**src/hdl/rbspe_ram.sv**
```systemverilog
// generic simple dual-port ram with registered read
`timescale 1ns / 1ps

module rbspe_ram #(
    parameter int WIDTH = 32,
    parameter int DEPTH = 64,
    localparam int AW = (DEPTH > 1) ? $clog2(DEPTH) : 1
) (
    input  logic             i_clk,
    input  logic             i_we,
    input  logic [AW-1:0]    i_waddr,
    input  logic [WIDTH-1:0] i_wdata,
    input  logic [AW-1:0]    i_raddr,
    output logic [WIDTH-1:0] o_rdata
);

    logic [WIDTH-1:0] r_mem [DEPTH];
    logic [WIDTH-1:0] r_rdata;

    always_ff @(posedge i_clk) begin
        if (i_we) begin
            r_mem[i_waddr] <= i_wdata;
        end
        r_rdata <= r_mem[i_raddr];
    end

    assign o_rdata = r_rdata;

endmodule

```
**config.mk**
```make
export PLATFORM = sky130hd
export DESIGN_NAME = rbspe_ram
export DESIGN_NICKNAME = d
export VERILOG_FILES = /design/src/hdl/rbspe_ram.sv
export SDC_FILE = /design/constraint.sdc
export NUM_CORES = 2
export LEC_CHECK = 0
export BUFFER_PORTS_ARGS = -buffer_cell sky130_fd_sc_hd__buf_2
export CAP_MARGIN = 25
export CORE_MARGIN = 2
export CORE_UTILIZATION = 30
export CTS_CLUSTER_DIAMETER = 200
export CTS_CLUSTER_SIZE = 28
export DETAILED_ROUTE_END_ITERATION = 6
export PLACE_DENSITY_LB_ADDON = 0.15
export SLEW_MARGIN = 20
export SYNTH_ARGS = -nofsm -noshare
export SYNTH_HDL_FRONTEND = slang
export SYNTH_SLANG_ARGS = --single-unit
export TNS_END_PERCENT = 10
```
**constraint.sdc**
```tcl
create_clock -name i_clk -period 11.5 [get_ports i_clk]
set_input_delay 2.875 -clock i_clk [delete_from_list [all_inputs] [get_ports i_clk]]
set_output_delay 2.875 -clock i_clk [all_outputs]
set_load 0.01 [all_outputs]
```
==> metrics.md <==
| Metric | Value |
|---|---|
| GRT overflow | 0 |
| Post-DP HPWL | 119000 um |
| Clock sink total | 2080 |
| Pleak | 25.6 nW |
| CTS clk-pin slew, worst paths | 0.11 ns |
| Placer Congestion | 0.709 |
| CP endpoint kind | register |
| Vias/cell | 5.05 |
| Critical Path Fanout Max | 80 |
| CTS tree | yes |
| RSZ-0062 raised after global routing | no |
| Cell area after synthesis | 78500 sq um |
| Skew-Pair Late Insertion Delay | 0.80 ns |
| Net Sw Power | 2.87 mW |
| Vias | 35311 |
| Site Rows | 187 |
| Number of max-cap violations | 0 |
| Die width | 516 um |
| WL/cell | 32.7 um |
| CORE AREA | 260000 sq um |
| Initial antenna violation count | 25 |
| HP Class | reg2reg |
| Yosys warning count | 0 |
| First-pass GRT wire length | 313000 um |
| Drt pass-1 iters | 7 |
| FF+latch area | 62100 sq um |
| Fill count | 24298 |
| Number of DRC markers in iteration 0 | 3570 |
| Dpl ws | 4.59 ns |
| Commonest non-fill, non-tap cell in the layout | edfxtp_1 |
| Port bufs | 77 |
| Critical Path RT | 12.13 ns |
| Die area | 266000 sq um |
| Final core utilization | 33.3% |
| Setup bufs post-CTS | 0 |
| Most frequent cells in the layout | edfxtp_1, mux4_2, buf_4 |
| Largest net degree at the start of global routing | 96 |
| Mapped Nets | 3370 |
| CP Launch Type | input pin |
| Mean post-synth cell area | 23.6 sq um |
| Post-CTS Resized | 0 |
| Max rail drop VDD | 0.000112 V |
| Final Hold Vio Count | 0 |
| Fin worst setup slack | 5.60 ns |
| Net Sw Frac | 22.2% |
| Met1 Use GR | 23.8% |
| Reg2reg setup slack | 9.20 ns |
| Layout cells sized above 1 | 26.2% |
| CTS Root Cell | clkbuf_16 |
| Gate Count Post-Synth | 3324 |
| Netlist cell types | 34 |
| Met2 usage | 28.6% |
| Total routed wirelength | 228000 um |
| Clk buf depth | 3 |
| Worst path arrival time | 6.53 ns |
| Sequential share of power | 65.1% |
| Placement-stage cell area | 84000 sq um |
| Minimum clock period | 5.90 ns |
| Internal power | 10.1 mW |
| Number of global-route vias before repair | 36237 |
| Design area | 86500 sq um |
| Multi-input logic area | 16000 sq um |
| Pwr per Cell Area | 150 nW/um^2 |
| H-Tree Depth | 3 |
| Status | completed |
| Endpoints failing setup | 0 |
| GR Util met3 | 2.23% |
| Slew Limit Fails | 0 |
| Critical path class | in2reg |
| Clock network fraction of design power | 29.1% |
| Nets | 3477 |
| Drc violations | 0 |
| Chip Height | 516 um |
| Starting Density | 30.2% |
| Hold Buf Count CTS | 0 |
| Gr busiest metal | met2 |
| Detail Route Antenna Nets | 0 |
| Slew headroom | 23.4% |
| GRT Total Usage | 17.0% |
| Fmax | 169 MHz |
| Number of CTS-inserted buffers | 84 |
| Clk_skew | 0.0479 ns |
| Synthesis-to-layout area growth | 10.2% |
| Sequential area share after synthesis | 79.1% |
| Logic pwr share | 5.8% |
| I/O pin count | 78 |
| Slew @ Worst Pin | 1.15 ns |
| Crit share post-route | 51.3% |
| Setup TNS | 0 ns |
| Number of synthesized register bits | 2080 |
| Worst hold margin | 0.757 ns |
## worst max-delay path, cell delays in order
cell	delay, ns
buf_8	0.55
buf_4	0.66
buf_4	0.52
mux4_2	0.56
o221ai_1	0.21
a21oi_1	0.13
a21oi_1	0.81
nor2_1	0.07
## worst paths after layout
kind	from	endpoint	cells after the start
min reg2reg	r_mem[28][4]$_DFFE_PP_	o_rdata[4]$_DFF_P_	4
max reg2reg	r_mem[10][11]$_DFFE_PP_	o_rdata[11]$_DFF_P_	4
min	r_mem[28][4]$_DFFE_PP_	o_rdata[4]$_DFF_P_	4
max	i_raddr[1]	o_rdata[3]$_DFF_P_	8
## cells by family after synthesis
family / count (synthesis) / synth area share [%]
multiplexers: 637 / 16.8
buffers and inverters: 182 / 1.13
flip-flops: 2080 / 79.1
AO/OA/AOI/OAI: 202 / 1.67
AND/OR/NAND/NOR: 223 / 1.27
## metrics by stage
stage          std cells  total power [mW]
2_1_floorplan       3324              8.98
3_3_place_gp        6833              9.38
3_5_place_dp        6841              9.39
4_1_cts             6983              13.1
5_1_grt             6984              13.4
6_report            6993              12.9
## registers in the layout (all words and copies together) (netlist names)
signal	flops
o_rdata	32
r_mem	2048
## power groups by stage
stage	Sequential, mW	Clock, mW	Combinational [mW]
global route	8.43	4.12	0.814
finish	8.43	3.76	0.757
detailed placement	8.60	0	0.782
floorplan	8.58	0	0.408
global placement	8.61	0	0.773
CTS	8.43	3.90	0.783
## final cells by class
cell class                 count  share of cell area (%)
clock inverter                 8                   0.146
tap                         3496                    5.06
multi-input combinational   1062                    18.5
clock buffer                 134                    2.65
sequential                  2080                    71.8
timing repair buffer         203                    1.81
antenna                       10                  0.0289
## layer usage
metal  routed length [um]  vias to the layer above  share of wire, %
met5                   24                        -             0.011
met4                 3860                        4               1.7
met3                 9020                      178               4.0
met2               113000                      751                49
met1               103000                    20044                45
li1                     -                    14334                 -
## Yosys cell counts (all sizes together)
| cell | number | area (sq um) |
|---|---|---|
| a22oi | 12 | 90.1 |
| and2 | 2 | 12.5 |
| o221ai | 27 | 236 |
| dfxtp | 32 | 641 |
| nor2b | 15 | 93.8 |
| a21oi | 62 | 310 |
| buf | 108 | 608 |
| nand4b | 1 | 8.76 |
| nor3 | 7 | 35.0 |
| edfxtp | 2048 | 61500 |
| mux4 | 544 | 12300 |
| o32ai | 4 | 35.0 |
| mux2i | 93 | 931 |
| clkbuf | 74 | 278 |
| nand3b | 5 | 37.5 |
| nor2 | 137 | 514 |
| nand3 | 5 | 25.0 |
| a311oi | 8 | 70.1 |
| or2 | 3 | 18.8 |
| nand2b | 8 | 50.1 |
| a31oi | 1 | 6.26 |
| and3 | 4 | 25.0 |
| or3b | 5 | 43.8 |
| or3 | 3 | 18.8 |
| nand4 | 2 | 12.5 |
| a41o | 4 | 40.0 |
| nand2 | 26 | 97.6 |
| o22ai | 84 | 526 |
No activity file was read; power rests on OpenSTA's default activity.
